[src/rtl/msde_pkg.sv]
// shared types, opcodes and pipeline structs for the mips subset decode/execute core
package msde_pkg;

    localparam logic [5:0] OPC_SPECIAL = 6'd0;
    localparam logic [5:0] OPC_J       = 6'd2;
    localparam logic [5:0] OPC_JAL     = 6'd3;
    localparam logic [5:0] OPC_BEQ     = 6'd4;
    localparam logic [5:0] OPC_ADDIU   = 6'd9;
    localparam logic [5:0] OPC_ORI     = 6'd13;
    localparam logic [5:0] OPC_LUI     = 6'd15;
    localparam logic [5:0] OPC_LW      = 6'd35;
    localparam logic [5:0] OPC_SW      = 6'd43;

    localparam logic [5:0] FN_NOP  = 6'd0;
    localparam logic [5:0] FN_JR   = 6'd8;
    localparam logic [5:0] FN_JALR = 6'd9;
    localparam logic [5:0] FN_ADD  = 6'd32;
    localparam logic [5:0] FN_ADDU = 6'd33;
    localparam logic [5:0] FN_OR   = 6'd37;

    localparam logic [4:0] LINK_REG = 5'd31;
    localparam logic [31:0] INSN_BYTES = 32'd4;

    localparam logic [1:0] MEM_NONE  = 2'd0;
    localparam logic [1:0] MEM_LOAD  = 2'd1;
    localparam logic [1:0] MEM_STORE = 2'd2;

    typedef enum logic [3:0] {
        OP_NOP,
        OP_ADD,
        OP_OR,
        OP_JR,
        OP_JALR,
        OP_J,
        OP_JAL,
        OP_BEQ,
        OP_ADDIU,
        OP_ORI,
        OP_LUI,
        OP_LW,
        OP_SW,
        OP_ILLEGAL
    } op_t;

    typedef struct packed {
        logic [31:0] instruction;
        logic [31:0] pc_value;
        logic [31:0] rs_value;
        logic [31:0] rt_value;
    } in_item_t;

    typedef struct packed {
        logic        write_enable;
        logic [4:0]  dest_index;
        logic [31:0] write_value;
        logic        branch_taken;
        logic [31:0] branch_target;
        logic [1:0]  mem_op;
        logic [31:0] mem_address;
        logic [31:0] store_data;
        logic        illegal;
    } out_item_t;

    typedef struct packed {
        op_t         op;
        logic [4:0]  dest;
        logic [15:0] imm;
        logic [25:0] jidx;
        logic [31:0] pc;
        logic [31:0] link;
        logic [31:0] rs;
        logic [31:0] rt;
    } dec_t;

    typedef struct packed {
        op_t         op;
        logic [4:0]  dest;
        logic [15:0] imm;
        logic [31:0] sum;
        logic [31:0] or_val;
        logic [31:0] link;
        logic [31:0] br_tgt;
        logic [31:0] jump_tgt;
        logic        eq;
        logic [31:0] rs;
        logic [31:0] rt;
    } exec_t;

endpackage

[src/rtl/msde_decode.sv]
// stage 1: opcode/funct decode, destination select and link address
module msde_decode
    import msde_pkg::*;
(
    input  logic     clk,
    input  logic     rst_n,
    input  logic     in_valid,
    output logic     in_ready,
    input  in_item_t in_data,
    output logic     out_valid,
    input  logic     out_ready,
    output dec_t     out_data
);

    logic       valid_reg;
    dec_t       data_reg;
    dec_t       data_next;
    logic [5:0] opc;
    logic [5:0] fn;

    assign opc = in_data.instruction[31:26];
    assign fn  = in_data.instruction[5:0];

    always_comb
    begin
        data_next      = '0;
        data_next.op   = OP_ILLEGAL;
        data_next.imm  = in_data.instruction[15:0];
        data_next.jidx = in_data.instruction[25:0];
        data_next.pc   = in_data.pc_value;
        data_next.link = in_data.pc_value + INSN_BYTES;
        data_next.rs   = in_data.rs_value;
        data_next.rt   = in_data.rt_value;
        unique case (opc)
            OPC_SPECIAL:
            begin
                data_next.dest = in_data.instruction[15:11];
                unique case (fn)
                    FN_NOP:  data_next.op = OP_NOP;
                    FN_ADD:  data_next.op = OP_ADD;
                    FN_ADDU: data_next.op = OP_ADD;
                    FN_OR:   data_next.op = OP_OR;
                    FN_JR:   data_next.op = OP_JR;
                    FN_JALR: data_next.op = OP_JALR;
                    default: data_next.op = OP_ILLEGAL;
                endcase
            end
            OPC_J:
            begin
                data_next.op = OP_J;
            end
            OPC_JAL:
            begin
                data_next.op   = OP_JAL;
                data_next.dest = LINK_REG;
            end
            OPC_BEQ:
            begin
                data_next.op = OP_BEQ;
            end
            OPC_ADDIU:
            begin
                data_next.op   = OP_ADDIU;
                data_next.dest = in_data.instruction[20:16];
            end
            OPC_ORI:
            begin
                data_next.op   = OP_ORI;
                data_next.dest = in_data.instruction[20:16];
            end
            OPC_LUI:
            begin
                data_next.op   = OP_LUI;
                data_next.dest = in_data.instruction[20:16];
            end
            OPC_LW:
            begin
                data_next.op   = OP_LW;
                data_next.dest = in_data.instruction[20:16];
            end
            OPC_SW:
            begin
                data_next.op = OP_SW;
            end
            default:
            begin
                data_next.op = OP_ILLEGAL;
            end
        endcase
    end

    assign in_ready = !valid_reg || out_ready;

    always_ff @(posedge clk or negedge rst_n)
    begin
        if (!rst_n)
        begin
            valid_reg <= 1'b0;
        end
        else if (in_ready)
        begin
            valid_reg <= in_valid;
        end
    end

    always_ff @(posedge clk)
    begin
        if (in_valid && in_ready)
        begin
            data_reg <= data_next;
        end
    end

    assign out_valid = valid_reg;
    assign out_data  = data_reg;

endmodule

[src/rtl/msde_execute.sv]
// stage 2: alu add/or, branch target add, jump target and compare
module msde_execute
    import msde_pkg::*;
(
    input  logic  clk,
    input  logic  rst_n,
    input  logic  in_valid,
    output logic  in_ready,
    input  dec_t  in_data,
    output logic  out_valid,
    input  logic  out_ready,
    output exec_t out_data
);

    logic        valid_reg;
    exec_t       data_reg;
    exec_t       data_next;
    logic [31:0] imm_sext;
    logic [31:0] operand_b;

    assign imm_sext = {{16{in_data.imm[15]}}, in_data.imm};

    always_comb
    begin
        unique case (in_data.op)
            OP_ADD, OP_OR: operand_b = in_data.rt;
            OP_ORI:        operand_b = {16'h0000, in_data.imm};
            default:       operand_b = imm_sext;
        endcase
    end

    always_comb
    begin
        data_next          = '0;
        data_next.op       = in_data.op;
        data_next.dest     = in_data.dest;
        data_next.imm      = in_data.imm;
        data_next.sum      = in_data.rs + operand_b;
        data_next.or_val   = in_data.rs | operand_b;
        data_next.link     = in_data.link;
        data_next.br_tgt   = in_data.link + {imm_sext[29:0], 2'b00};
        data_next.jump_tgt = {in_data.pc[31:28], in_data.jidx, 2'b00};
        data_next.eq       = (in_data.rs == in_data.rt);
        data_next.rs       = in_data.rs;
        data_next.rt       = in_data.rt;
    end

    assign in_ready = !valid_reg || out_ready;

    always_ff @(posedge clk or negedge rst_n)
    begin
        if (!rst_n)
        begin
            valid_reg <= 1'b0;
        end
        else if (in_ready)
        begin
            valid_reg <= in_valid;
        end
    end

    always_ff @(posedge clk)
    begin
        if (in_valid && in_ready)
        begin
            data_reg <= data_next;
        end
    end

    assign out_valid = valid_reg;
    assign out_data  = data_reg;

endmodule

[src/rtl/msde_format.sv]
// stage 3: per-instruction result select into the output register
module msde_format
    import msde_pkg::*;
(
    input  logic      clk,
    input  logic      rst_n,
    input  logic      in_valid,
    output logic      in_ready,
    input  exec_t     in_data,
    output logic      out_valid,
    input  logic      out_ready,
    output out_item_t out_data
);

    logic      valid_reg;
    out_item_t data_reg;
    out_item_t data_next;

    always_comb
    begin
        data_next = '0;
        unique case (in_data.op)
            OP_NOP:
            begin
                data_next = '0;
            end
            OP_ADD, OP_ADDIU:
            begin
                data_next.write_enable = 1'b1;
                data_next.dest_index   = in_data.dest;
                data_next.write_value  = in_data.sum;
            end
            OP_OR, OP_ORI:
            begin
                data_next.write_enable = 1'b1;
                data_next.dest_index   = in_data.dest;
                data_next.write_value  = in_data.or_val;
            end
            OP_JR:
            begin
                data_next.branch_taken  = 1'b1;
                data_next.branch_target = in_data.rs;
            end
            OP_JALR:
            begin
                data_next.write_enable  = 1'b1;
                data_next.dest_index    = in_data.dest;
                data_next.write_value   = in_data.link;
                data_next.branch_taken  = 1'b1;
                data_next.branch_target = in_data.rs;
            end
            OP_J:
            begin
                data_next.branch_taken  = 1'b1;
                data_next.branch_target = in_data.jump_tgt;
            end
            OP_JAL:
            begin
                data_next.write_enable  = 1'b1;
                data_next.dest_index    = in_data.dest;
                data_next.write_value   = in_data.link;
                data_next.branch_taken  = 1'b1;
                data_next.branch_target = in_data.jump_tgt;
            end
            OP_BEQ:
            begin
                data_next.branch_taken  = in_data.eq;
                data_next.branch_target = in_data.br_tgt;
            end
            OP_LUI:
            begin
                data_next.write_enable = 1'b1;
                data_next.dest_index   = in_data.dest;
                data_next.write_value  = {in_data.imm, 16'h0000};
            end
            OP_LW:
            begin
                data_next.write_enable = 1'b1;
                data_next.dest_index   = in_data.dest;
                data_next.mem_op       = MEM_LOAD;
                data_next.mem_address  = in_data.sum;
            end
            OP_SW:
            begin
                data_next.mem_op      = MEM_STORE;
                data_next.mem_address = in_data.sum;
                data_next.store_data  = in_data.rt;
            end
            default:
            begin
                data_next.illegal = 1'b1;
            end
        endcase
    end

    assign in_ready = !valid_reg || out_ready;

    always_ff @(posedge clk or negedge rst_n)
    begin
        if (!rst_n)
        begin
            valid_reg <= 1'b0;
        end
        else if (in_ready)
        begin
            valid_reg <= in_valid;
        end
    end

    always_ff @(posedge clk)
    begin
        if (in_valid && in_ready)
        begin
            data_reg <= data_next;
        end
    end

    assign out_valid = valid_reg;
    assign out_data  = data_reg;

endmodule

[src/rtl/mips_subset_decode_execute_core.sv]
// Decode/execute core for a MIPS32 integer subset (NOP, ADD, ADDU, OR, JR, JALR, J, JAL,
// BEQ, ADDIU, ORI, LUI, LW, SW). One instruction transaction in gives exactly one result
// transaction out, in order. The core is a three-stage pipeline (decode, execute adders,
// result select) with valid/ready on both sides: it takes one instruction every clock
// while the output is not stalled, and each result is registered through the decode,
// execute and result-select stage registers in turn. A stall at the output backs up
// through the stage registers without dropping or repeating anything. LW reports
// write_enable with write_value 0; the loaded word is written back elsewhere. Unsupported
// encodings give illegal with all else zero.
module mips_subset_decode_execute_core
    import msde_pkg::*;
(
    input  logic      clk,
    input  logic      rst_n,
    input  logic      in_valid,
    output logic      in_ready,
    input  in_item_t  in_data,
    output logic      out_valid,
    input  logic      out_ready,
    output out_item_t out_data
);

    logic  dec_valid;
    logic  dec_ready;
    dec_t  dec_data;
    logic  exe_valid;
    logic  exe_ready;
    exec_t exe_data;

    msde_decode u_decode (
        .clk       (clk),
        .rst_n     (rst_n),
        .in_valid  (in_valid),
        .in_ready  (in_ready),
        .in_data   (in_data),
        .out_valid (dec_valid),
        .out_ready (dec_ready),
        .out_data  (dec_data)
    );

    msde_execute u_execute (
        .clk       (clk),
        .rst_n     (rst_n),
        .in_valid  (dec_valid),
        .in_ready  (dec_ready),
        .in_data   (dec_data),
        .out_valid (exe_valid),
        .out_ready (exe_ready),
        .out_data  (exe_data)
    );

    msde_format u_format (
        .clk       (clk),
        .rst_n     (rst_n),
        .in_valid  (exe_valid),
        .in_ready  (exe_ready),
        .in_data   (exe_data),
        .out_valid (out_valid),
        .out_ready (out_ready),
        .out_data  (out_data)
    );

    // illegal results carry nothing else
    a_illegal_clean: assert property (@(posedge clk) disable iff (!rst_n)
        out_valid && out_data.illegal |->
            !out_data.write_enable && !out_data.branch_taken
            && out_data.mem_op == MEM_NONE && out_data.write_value == '0)
        else $error("illegal result with nonzero fields");

    // store never writes a register and never branches
    a_store_no_write: assert property (@(posedge clk) disable iff (!rst_n)
        out_valid && out_data.mem_op == MEM_STORE |->
            !out_data.write_enable && !out_data.branch_taken)
        else $error("store result with writeback or branch");

    // load writes back zero, never branches
    a_load_shape: assert property (@(posedge clk) disable iff (!rst_n)
        out_valid && out_data.mem_op == MEM_LOAD |->
            out_data.write_enable && out_data.write_value == '0 && !out_data.branch_taken)
        else $error("load result malformed");

    // a stage that holds a transaction while the output is free keeps the pipe moving
    a_no_bubble_stall: assert property (@(posedge clk) disable iff (!rst_n)
        out_ready |-> in_ready)
        else $error("pipeline stalled with output ready");

endmodule

[config.mk]
export PLATFORM = sky130hd
export DESIGN_NAME = mips_subset_decode_execute_core
export DESIGN_NICKNAME = d
export VERILOG_FILES = /design/src/rtl/msde_pkg.sv /design/src/rtl/msde_decode.sv /design/src/rtl/msde_execute.sv /design/src/rtl/msde_format.sv /design/src/rtl/mips_subset_decode_execute_core.sv
export SDC_FILE = /design/constraint.sdc
export NUM_CORES = 1
export LEC_CHECK = 0
export BUFFER_PORTS_ARGS = -buffer_cell sky130_fd_sc_hd__buf_2
export CORE_MARGIN = 3
export CORE_UTILIZATION = 40
export CTS_BUF_LIST = sky130_fd_sc_hd__clkbuf_4
export CTS_CLUSTER_DIAMETER = 150
export CTS_CLUSTER_SIZE = 16
export DETAILED_ROUTE_END_ITERATION = 10
export PLACE_DENSITY = 0.66
export SYNTH_ARGS = -nofsm -noshare
export SYNTH_HDL_FRONTEND = slang
export SYNTH_SLANG_ARGS = --single-unit
[constraint.sdc]
create_clock -name clk -period 7 [get_ports clk]
set_clock_uncertainty 0.1 [all_clocks]
set_input_delay 1.4 -clock clk [delete_from_list [all_inputs] [get_ports clk]]
set_output_delay 1.4 -clock clk [all_outputs]
set_load 0.02 [all_outputs]
After elaboration in Yosys (flattened, before gate mapping)
Cells that the tools add are included.
W data, S select, Z words.
{"block": "totals", "register_bits": 568, "latch_bits": 0, "ram_bits": 0, "romBits": 0, "output_inout_bits": 140, "memories": 0}
{"block": "classes", "add_sub_neg": 3, "multipliers": 0, "div": 0, "order_cmp": 0, "eq_ne": 29, "n_shift": 0, "mux": 9, "bitwise": 1, "n_reduce_logical": 22}
{"op": "$pmux W32 S4", "n": 1}
{"op": "$pmux W33 S3", "n": 1}
{"op": "$pmux W34 S2", "n": 1}
{"op": "$add A32 B32 Y32", "n": 2}
{"op": "$pmux W32 S2", "n": 1}
{"op": "$pmux W4 S9", "n": 1}
{"op": "$add A32 B3 Y32 const B", "n": 1}
{"op": "$eq A32 B32 Y1", "n": 1}
{"op": "$or A32 B32 Y32", "n": 1}
{"op": "$eq A6 B4 Y1 const B", "n": 5}
{"op": "$eq A6 B6 Y1 const B", "n": 5}
{"op": "$eq A4 B4 Y1 const B", "n": 6}
{"op": "$pmux W4 S5", "n": 1}
{"op": "$eq A4 B3 Y1 const B", "n": 4}
{"op": "$pmux W5 S3", "n": 1}
{"op": "$reduce_or A2 Y1", "n": 7}
{"op": "$reduce_or A13 Y1", "n": 1}
{"op": "$eq A4 B2 Y1 const B", "n": 3}
{"op": "$eq A6 B2 Y1 const B", "n": 2}
{"op": "$logic_not A6 Y1", "n": 2}
{"op": "$eq A4 B1 Y1 const B", "n": 2}
{"op": "$reduce_or A8 Y1", "n": 1}
{"op": "$eq A6 B3 Y1 const B", "n": 1}
{"op": "$mux W6", "n": 1}
{"op": "6 further kinds", "n": 12}

Logic depth before layout (Yosys ltp)
Gate-level depths: netlist of the first run.
{"block": "logic_depth", "word_depth": 5, "mapped_depth": 16, "depth_no_buf": 14}

Cells and area by module
A second synthesis of the first run with hierarchy kept.
{"block": "unflattened", "cells_unflattened": 1743, "area_unflattened_um2": 24811.3}
{"mod": "msde_execute", "instances": 1, "cells_per_inst": 979, "area_each_um2": 12502.0, "seq_area_each_um2": 7412.1}
{"mod": "msde_format", "instances": 1, "cells_per_inst": 432, "area_each_um2": 6314.8, "seq_area_each_um2": 4169.0}
{"mod": "msde_decode", "instances": 1, "cells_per_inst": 332, "area_each_um2": 5994.5, "seq_area_each_um2": 4859.7}

Worst setup path after synthesis of the first run
OpenSTA, ideal clock, no wires.
{"block": "synth_path", "path_type": "input to register", "startpoint": "in out_ready", "endpoint": "reg u_execute.data_reg (netlist bit u_execute.out_data[0]) (enable)", "arrival_ns": 6.723, "required_ns": 6.281, "slack_ns": -0.442, "path_stages": 3, "n_path_buf": 0, "path_cell_list": "nor2b_1 > nand2_1 > and2_1"}
{"block": "synth_between", "elab_chain_len": 3}
{"element": "from (decl)", "line_no": "mips_subset_decode_execute_core.sv:19", "text": "input logic out_ready,"}
{"element": "$logic_or A1 B1 Y1", "line_no": "msde_format.sv:96", "text": "assign in_ready = !valid_reg || out_ready;"}
{"element": "$logic_or A1 B1 Y1", "line_no": "msde_execute.sv:48", "text": "assign in_ready = !valid_reg || out_ready;"}
{"element": "$logic_and A1 B1 Y1", "line_no": "msde_execute.sv:64", "text": "if (in_valid && in_ready)"}
{"element": "to (signal assigned)", "line_no": "msde_execute.sv:66", "text": "data_reg <= data_next;"}
{"element": "to (decl)", "line_no": "msde_execute.sv:16", "text": "exec_t data_reg;"}
No other way between the ends.
A chain may end at the register's enable or synchronous reset.

==> summary.md, run 1 <==
| Metric | Value |
|---|---|
| GRT Total Usage | 0.199 |
| Post-route insts no fill | 2590 |
| Routed wire length | around 60 mm |
| Switching Share | 0.282 |
| Cell area after layout | 24900 um^2 |
| Worst path bufs/invs | 2 |
| Slew headroom | 0.279 |
| Grt ovf | 0 |
| Total negative slack | 0 ps |
| Filler cell count | 4863 |
| Setup CP Type | reg2reg |
| Total core area | 54500 um^2 |
| H-tree depth | 2 |
| Initial core utilization | 0.410 |
| Clock tree sinks | 506 |
| Worst EP arrival | 4660 ps |
| DR vias/cell | 5.32 |
| Vias in the first global route | between 10000 and 15000 |
| CTS buffer count | 37 |
| Post-CTS Setup Bufs | 0 |
| DRT antenna net count | 0 |
| Post-Syn Instances | between 1500 and 2000 |
| Clock power share | 0.190 |
| Hold WC Path Type | in2async |
| Min setup slack post-route | 2830 ps |
| IO Pins | between 200 and 300 |
| CP peak stage delay | 470 ps |
| Worst-Skew Late Latency | ~810 ps |
| IO buf count | 271 |
| LEAKAGE | just under 10 nW |
| Initial DRC Count | 1631 |
| CTS tree | done |
| CP top delay family | compound AO/OA/AOI/OAI gates |
| Hold_buf cts | 0 |
| Layout cells sized above 1 | 0.202 |
| CP startpoint kind | register |
| CP max FO | 33 |
| Seq pwr share | 0.650 |
| Pint | 4.32 mW |
| Final Slew Violations | 0 |
| Comb power frac | 0.160 |
| Cts repair resizes | 0 |
| Max Clk Rate | 0.240 GHz |
| # rows | 85 |
| Final Net Count | 2071 |
| CP max-delay cell | edfxtp_1 |
| Net count after synthesis | 1794 |
| Post-synthesis cell area | 22300 um^2 |
| Initial antenna violation count | 7 |
| Setup violators final | 0 |
| Final Power | ~6.0 mW |
| Maxcap violations | 0 |
| Ys flop type | edfxtp_1 |
| Period utilisation layout | 0.596 |
| Post-synth EDFFs | 503 |
| FF/Latch Area | approximately 15000 um^2 |
| Area of the multi-input gates | 6440 um^2 |
| Number of cells after detailed placement | 2544 |
| CTS clock-pin slew for the worst setup and hold paths | 180 ps |
| Critical-path cell list | xnor2_1 > nor3_2 > buf_4 > mux2_2 > ha_1 > inv_1 > fa_1 > nor2b_1 > o31a_1 > o211ai_1 > o211ai_1 > o21a_1 > a21o_1 > a41oi_1 > xnor2_1 |
| RSZ-0062 raised after global routing | false |
| Global-route wire length before repair | 87.4 mm |
| Sw power | 1.70 mW |
| Worst Path Required | 7490 ps |
| Pre-CTS setup slack | 2860 ps |
| Asr flop ratio synth | 0.00593 |
| Status | finished clean |
| Largest net degree at the start of global routing | 154 |
| Synth cell types | around 70 |
| Area Growth Syn to Fin | 11.5% |
| Chip Width | ~240 um |
| Worst vdd ir | 0.124 mV |
| Vias | 13800 |
| CTS Buffer Depth | 3 |
| Placed Area | 24600 um^2 |
| Pwr Density | approximately 240 nW/um^2 |
| Flops & latches, synth | 506 |
| Setup crit end kind | register |
| Yosys warnings | 0 |
| Wire per inst | 23.1 um |
| Remaining DRCs | 0 |
| Commonest cells after routing, fill and taps aside | 503 x edfxtp_1, 271 x buf_2, 148 x inv_1 |
| Part of the Yosys area used for sequential elements | 0.680 |
| Mapped Avg Cell Area | 14.2 um^2 |
| Commonest non-fill, non-tap cell in the layout | edfxtp_1 |
| Actual slew at the worst max-slew pin | ~1100 ps |
| DP Wirelength | 45.0 mm |
| Root Buffer | clkbuf_4 |
| Final Hold Viols | 0 |
| Final min period | 4170 ps |
| Die area | 58600 um^2 |
| Placer Congestion | about 0.9 |
| Die Ht | 242 um |
| DRT Pass-1 Iters | 6 |
synth_stat cells, types with 3 or more instances:
cell type / count / area share
xor2_1: 56 / 0.022
a21oi_1: 56 / 0.013
ha_1: 93 / 0.052
a211oi_1: 5 / 0.0017
nor2_1: 71 / 0.012
o21bai_1: 7 / 0.0024
nor4_1: 11 / 0.0031
a221o_1: 6 / 0.0027
a21boi_1: 4 / 0.0013
nor2b_1: 15 / 0.0042
clkbuf_1: 39 / 0.0066
a22o_1: 3 / 0.0012
and2_1: 77 / 0.022
and3_1: 17 / 0.0048
nand2_1: 88 / 0.015
or2_2: 6 / 0.0017
or3_1: 4 / 0.0011
edfxtp_1: 503 / 0.68
o211ai_1: 5 / 0.0017
a31oi_1: 9 / 0.0025
inv_1: 148 / 0.025
nand4_1: 10 / 0.0028
a211o_1: 3 / 0.0012
mux2_2: 15 / 0.0076
nand2b_1: 13 / 0.0036
buf_2: 7 / 0.0016
a21o_1: 43 / 0.014
o21ai_1: 3 / 0.00067
o21a_1: 10 / 0.0034
o21ai_0: 22 / 0.0049
mux2i_1: 4 / 0.0018
nand3_1: 23 / 0.0052
dfrtp_1: 3 / 0.0034
o22ai_1: 3 / 0.00084
a222oi_1: 62 / 0.028
nor3_1: 18 / 0.0040
xnor2_1: 60 / 0.024
power by group through the flow:
stage                     registers (mW)  clock network (mW)  logic [mW]
after global routing                3.93                1.30        1.05
final                               3.91                1.14       0.964
after CTS                           3.91                1.20       0.966
after global placement              3.97                   0       0.949
after floorplan                     4.00                   0       0.542
after detailed placement            3.98                   0       0.961
kinds of logic (layout without fill, tap and decap cells):
group,Yosys count,count (layout),synth area share
DFF,506,506,0.680
and+or+nand+nor,367,367,0.0852
AOI/OAI and AO/OA,269,269,0.0923
buffers and inverters,195,474,0.0332
xor gates and xnor gates,116,116,0.0455
adders and majority gates,95,95,0.0540
muxes,19,19,0.00937
other,0,5,0
per-stage QoR:
step           hold slack, ps   util
6_report                  241  0.457
2_1_floorplan             300      -
4_1_cts                   155  0.457
5_1_grt                   158  0.457
3_5_place_dp              305  0.451
3_3_place_gp              300  0.451
final cells by class:
type / count / share of cell area
flip-flops and latches: 506 / 0.610
multi-input cells: 866 / 0.259
repair buffers: 284 / 0.0589
well taps: 739 / 0.0372
inverters: 149 / 0.0225
clock buffers: 39 / 0.0118
clock inverters: 2 / 0.000503
diodes: 5 / 0.000503
sequential cells by signal, summed over array words and instances (netlist names):
signal	flops
u_execute.out_data	230
u_format.out_data	138
u_decode.out_data	135
u_decode.out_valid	1
u_execute.out_valid	1
u_format.out_valid	1
path summary, 6_finish.rpt:
path / startpoint / endpoint / slack (ps) / cells past startpoint
worst max-delay path: u_decode.out_data[176] / u_execute.out_data[221] / 2830 / 15
worst min-delay path: rst_n / u_decode.out_valid / 240 / 1
worst max register to register: u_decode.out_data[176] / u_execute.out_data[221] / 2830 / 15
worst min register to register: u_decode.out_data[152] / u_execute.out_data[91] / 340 / 0
max in group asynchronous: rst_n / u_execute.out_valid / 6460 / 1
min in group clk: u_decode.out_data[152] / u_execute.out_data[91] / 340 / 0
worst reg2reg max path, stage by stage, from the launching register on:
cell and delay (ps):
edfxtp_1 470, xnor2_1 170, nor3_2 110, buf_4 440, mux2_2 430, ha_1 220
inv_1 80, fa_1 200, nor2b_1 70, o31a_1 280, o211ai_1 360, o211ai_1 250
o21a_1 260, a21o_1 200, a41oi_1 230, xnor2_1 80
metal layers:
metal	up-vias	routed length [um]	part of all wire	track usage
met3	82	4730	0.079	0.0374
met2	557	27200	0.45	0.310
met4	6	1320	0.022	0.0506
met5	-	34	0.00057	0
li1	6378	-	-	-
met1	6765	26500	0.44	0.288
Note: power is estimated with default switching activity, not from simulation.
==> inputs of run 2 (changes only) <==
--- a/config.mk
+++ b/config.mk
@@ -12,7 +12,7 @@
 export CTS_CLUSTER_DIAMETER = 150
 export CTS_CLUSTER_SIZE = 16
 export DETAILED_ROUTE_END_ITERATION = 10
-export PLACE_DENSITY = 0.66
+export PLACE_DENSITY = 0.69
 export SYNTH_ARGS = -nofsm -noshare
 export SYNTH_HDL_FRONTEND = slang
 export SYNTH_SLANG_ARGS = --single-unit
==> constraint.sdc (replaced) <==
create_clock -name clk -period 3.7 [get_ports clk]
set_clock_uncertainty 0.1 [all_clocks]
set_input_delay 0.74 -clock clk [delete_from_list [all_inputs] [get_ports clk]]
set_output_delay 0.74 -clock clk [all_outputs]
set_load 0.02 [all_outputs]
==> summary.md, run 2 (synthesized netlist as in run 1, its figures left out) <==
| Metric | Value |
|---|---|
| Initial antenna violation count | 3 (-4) |
| Final Hold Viols | 0 (unchanged) |
| CTS Buffer Depth | 3 (unchanged) |
| Vias | 14400 (+4.4%) |
| Final Net Count | 2219 (+7.1%) |
| DR vias/cell | 5.26 (-1.3%) |
| Reg2reg start | u_decode.out_data[175] |
| Root Buffer | clkbuf_4 |
| Commonest non-fill, non-tap cell in the layout | edfxtp_1 |
| Final core utilization | 0.489 (+0.0322) |
| # rows | 85 (unchanged) |
| Maxcap violations | 0 (unchanged) |
| Clock tree sinks | 506 (unchanged) |
| Filler cell count | 4689 (-3.6%) |
| Layout cells sized above 1 | 0.229 (+0.0269) |
| Die Ht | 242 um (unchanged) |
| CTS tree | done |
| Worst Reg-to-Reg Cells | 15 (unchanged) |
| CP startpoint kind | register |
| Commonest cells after routing, fill and taps aside | 503 x edfxtp_1, 271 x buf_2, 141 x inv_1 |
| Die area | 58600 um^2 (unchanged) |
| Grt ovf | 0 (unchanged) |
| Hold endpoint | u_decode.out_data[84] |
| DP Wirelength | 46.1 mm (+2.6%) |
| CTS buffer count | 37 (unchanged) |
| Number of cells after detailed placement | 2584 (+1.6%) |
| IO buf count | 271 (unchanged) |
| Routed wire length | 62.3 mm (+4.3%) |
| GRT Total Usage | 0.208 (+0.00889) |
| Hold Crit Start | in_data[84] |
| LEAKAGE | 10.7 nW (+7.8%) |
| Worst EP arrival | 4240 ps (-420 ps) |
| Status | finished, violations left |
| Setup CP Type | reg2reg |
| Slew headroom | 0.313 (+0.0334) |
| Post-route insts no fill | 2740 (+5.8%) |
| Area Growth Syn to Fin | 19.4% |
| Period utilisation layout | 1.01 (+0.418) |
| Setup crit end kind | register |
| Placer Congestion | 0.915 (+1.9%) |
| Total core area | 54500 um^2 (unchanged) |
| Initial core utilization | 0.410 (unchanged) |
| Vias in the first global route | 14300 (+6.5%) |
| Worst-Skew Late Latency | 840 ps (+30 ps) |
| WHS Path Cells | 2 |
| Remaining DRCs | 0 (unchanged) |
| DRT Pass-1 Iters | 6 (unchanged) |
| Worst reg2reg endpoint | u_execute.out_data[218] |
| H-tree depth | 2 (unchanged) |
| Worst vdd ir | 0.211 mV (+71%) |
| Chip Width | 242 um (unchanged) |
| Min setup slack post-route | -53.4 ps (-2880 ps) |
| Final min period | 3750 ps (-422 ps) |
| Setup violators final | 3 (+3) |
| CP max FO | 6 (-82%) |
| Wire per inst | 22.7 um (-1.4%) |
| Max reg flops | 230 (unchanged) |
| Final Slew Violations | 0 (unchanged) |
| Pwr Density | 443 nW/um^2 (+83%) |
| Actual slew at the worst max-slew pin | 1030 ps (-50.0 ps) |
| Worst Path Required | 4190 ps (-3300 ps) |
| CTS clock-pin slew for the worst setup and hold paths | 180 ps (about the same) |
| IO Pins | 272 (unchanged) |
| Hold slack | 88.7 ps (-152 ps) |
| Max Clk Rate | 0.266 GHz (+11%) |
| Hold WC Path Type | in2reg |
| RSZ-0062 raised after global routing | true |
| DRT antenna net count | 0 (unchanged) |
| Total negative slack | -101 ps (-101 ps) |
| Largest net degree at the start of global routing | 76 (-51%) |
| Global-route wire length before repair | 91.2 mm (+4.3%) |
| Initial DRC Count | 1735 (+6.4%) |
| Failing checks | setup timing |
| R2r setup slk | -50 ps (-2880 ps) |
[run 2: cell count changes in the layout (fill, tap and decap cells not counted), sizes merged]
cell	change
clkbuf	+4
diode	-4
bufinv	+2
dlygate4sd3	+97
buf	+51
[run 2: routing by layer]
layer	global-route usage	vias up	part of all wire
li1	-	6661	-
met1	0.295	7049	0.45
met2	0.325	593	0.45
met3	0.0381	92	0.071
met4	0.0674	4	0.030
met5	0	-	0.00043
[run 2: power by group]
part           internal [mW]  switching [mW]  leakage, nW
sequential              7.03           0.363         4.92
combinational          0.803            1.26         5.55
clock                  0.683            1.67        0.234
[run 2: what timing repair did]
action	in CTS	in global routing
pin swaps	1	12
hold endpoints to repair	99	0
buffers inserted	2	9
setup endpoints to repair	5	10
hold buffers	97	0
resized for setup	0	48
[run 2: layout make-up]
class / count / area (um^2) / share of cell area
sequential: 506 / 15200 / 0.570
inverter: 149 / 559 / 0.0210
antenna: 1 / 2.50 / 0.0000939
tap: 739 / 925 / 0.0347
timing repair buffer: 432 / 2930 / 0.110
multi-input combinational: 866 / 6650 / 0.250
clock inverter: 4 / 72.6 / 0.00272
clock buffer: 43 / 323 / 0.0121
[run 2: how the worst max path moves through the flow]
| stage | startpoint | end | slack (ps) | cells after the start |
|---|---|---|---|---|
| 6_report | u_decode.out_data[175] | u_execute.out_data[218] | -50 | 15 |
| 4_1_cts | u_decode.out_data[175] | u_execute.out_data[221] | 2 | 16 |
| 5_1_grt | u_decode.out_data[176] | u_execute.out_data[218] | -180 | 15 |
| 3_3_place_gp | u_decode.out_data[176] | u_execute.out_data[218] | -8 | 15 |
| 3_5_place_dp | u_decode.out_data[176] | u_execute.out_data[218] | -50 | 15 |
| 2_1_floorplan | u_decode.out_data[176] | u_execute.out_data[221] | 50 | 15 |
[run 2: critical path: stages (launching register included)]
cell and delay, ps:
edfxtp_1 470, xnor2_2 180, nor3_4 220, buf_12 160
buf_8 130, mux2_4 300, inv_1 70, ha_1 150
nand4_1 140, or3_4 350, o41a_1 460, o211ai_4 140
a211oi_2 110, nor2_2 210, mux2i_1 240, xor2_1 90
[run 2: through the flow]
step	worst slack, ps	instance area [um^2]	power [mW]
2_1_floorplan	54.3	22300	8.56
3_3_place_gp	-7.82	25000	9.40
3_5_place_dp	-50.4	25000	9.43
4_1_cts	2.33	26300	11.8
5_1_grt	-178	26600	12.3
6_report	-53.4	26600	11.8
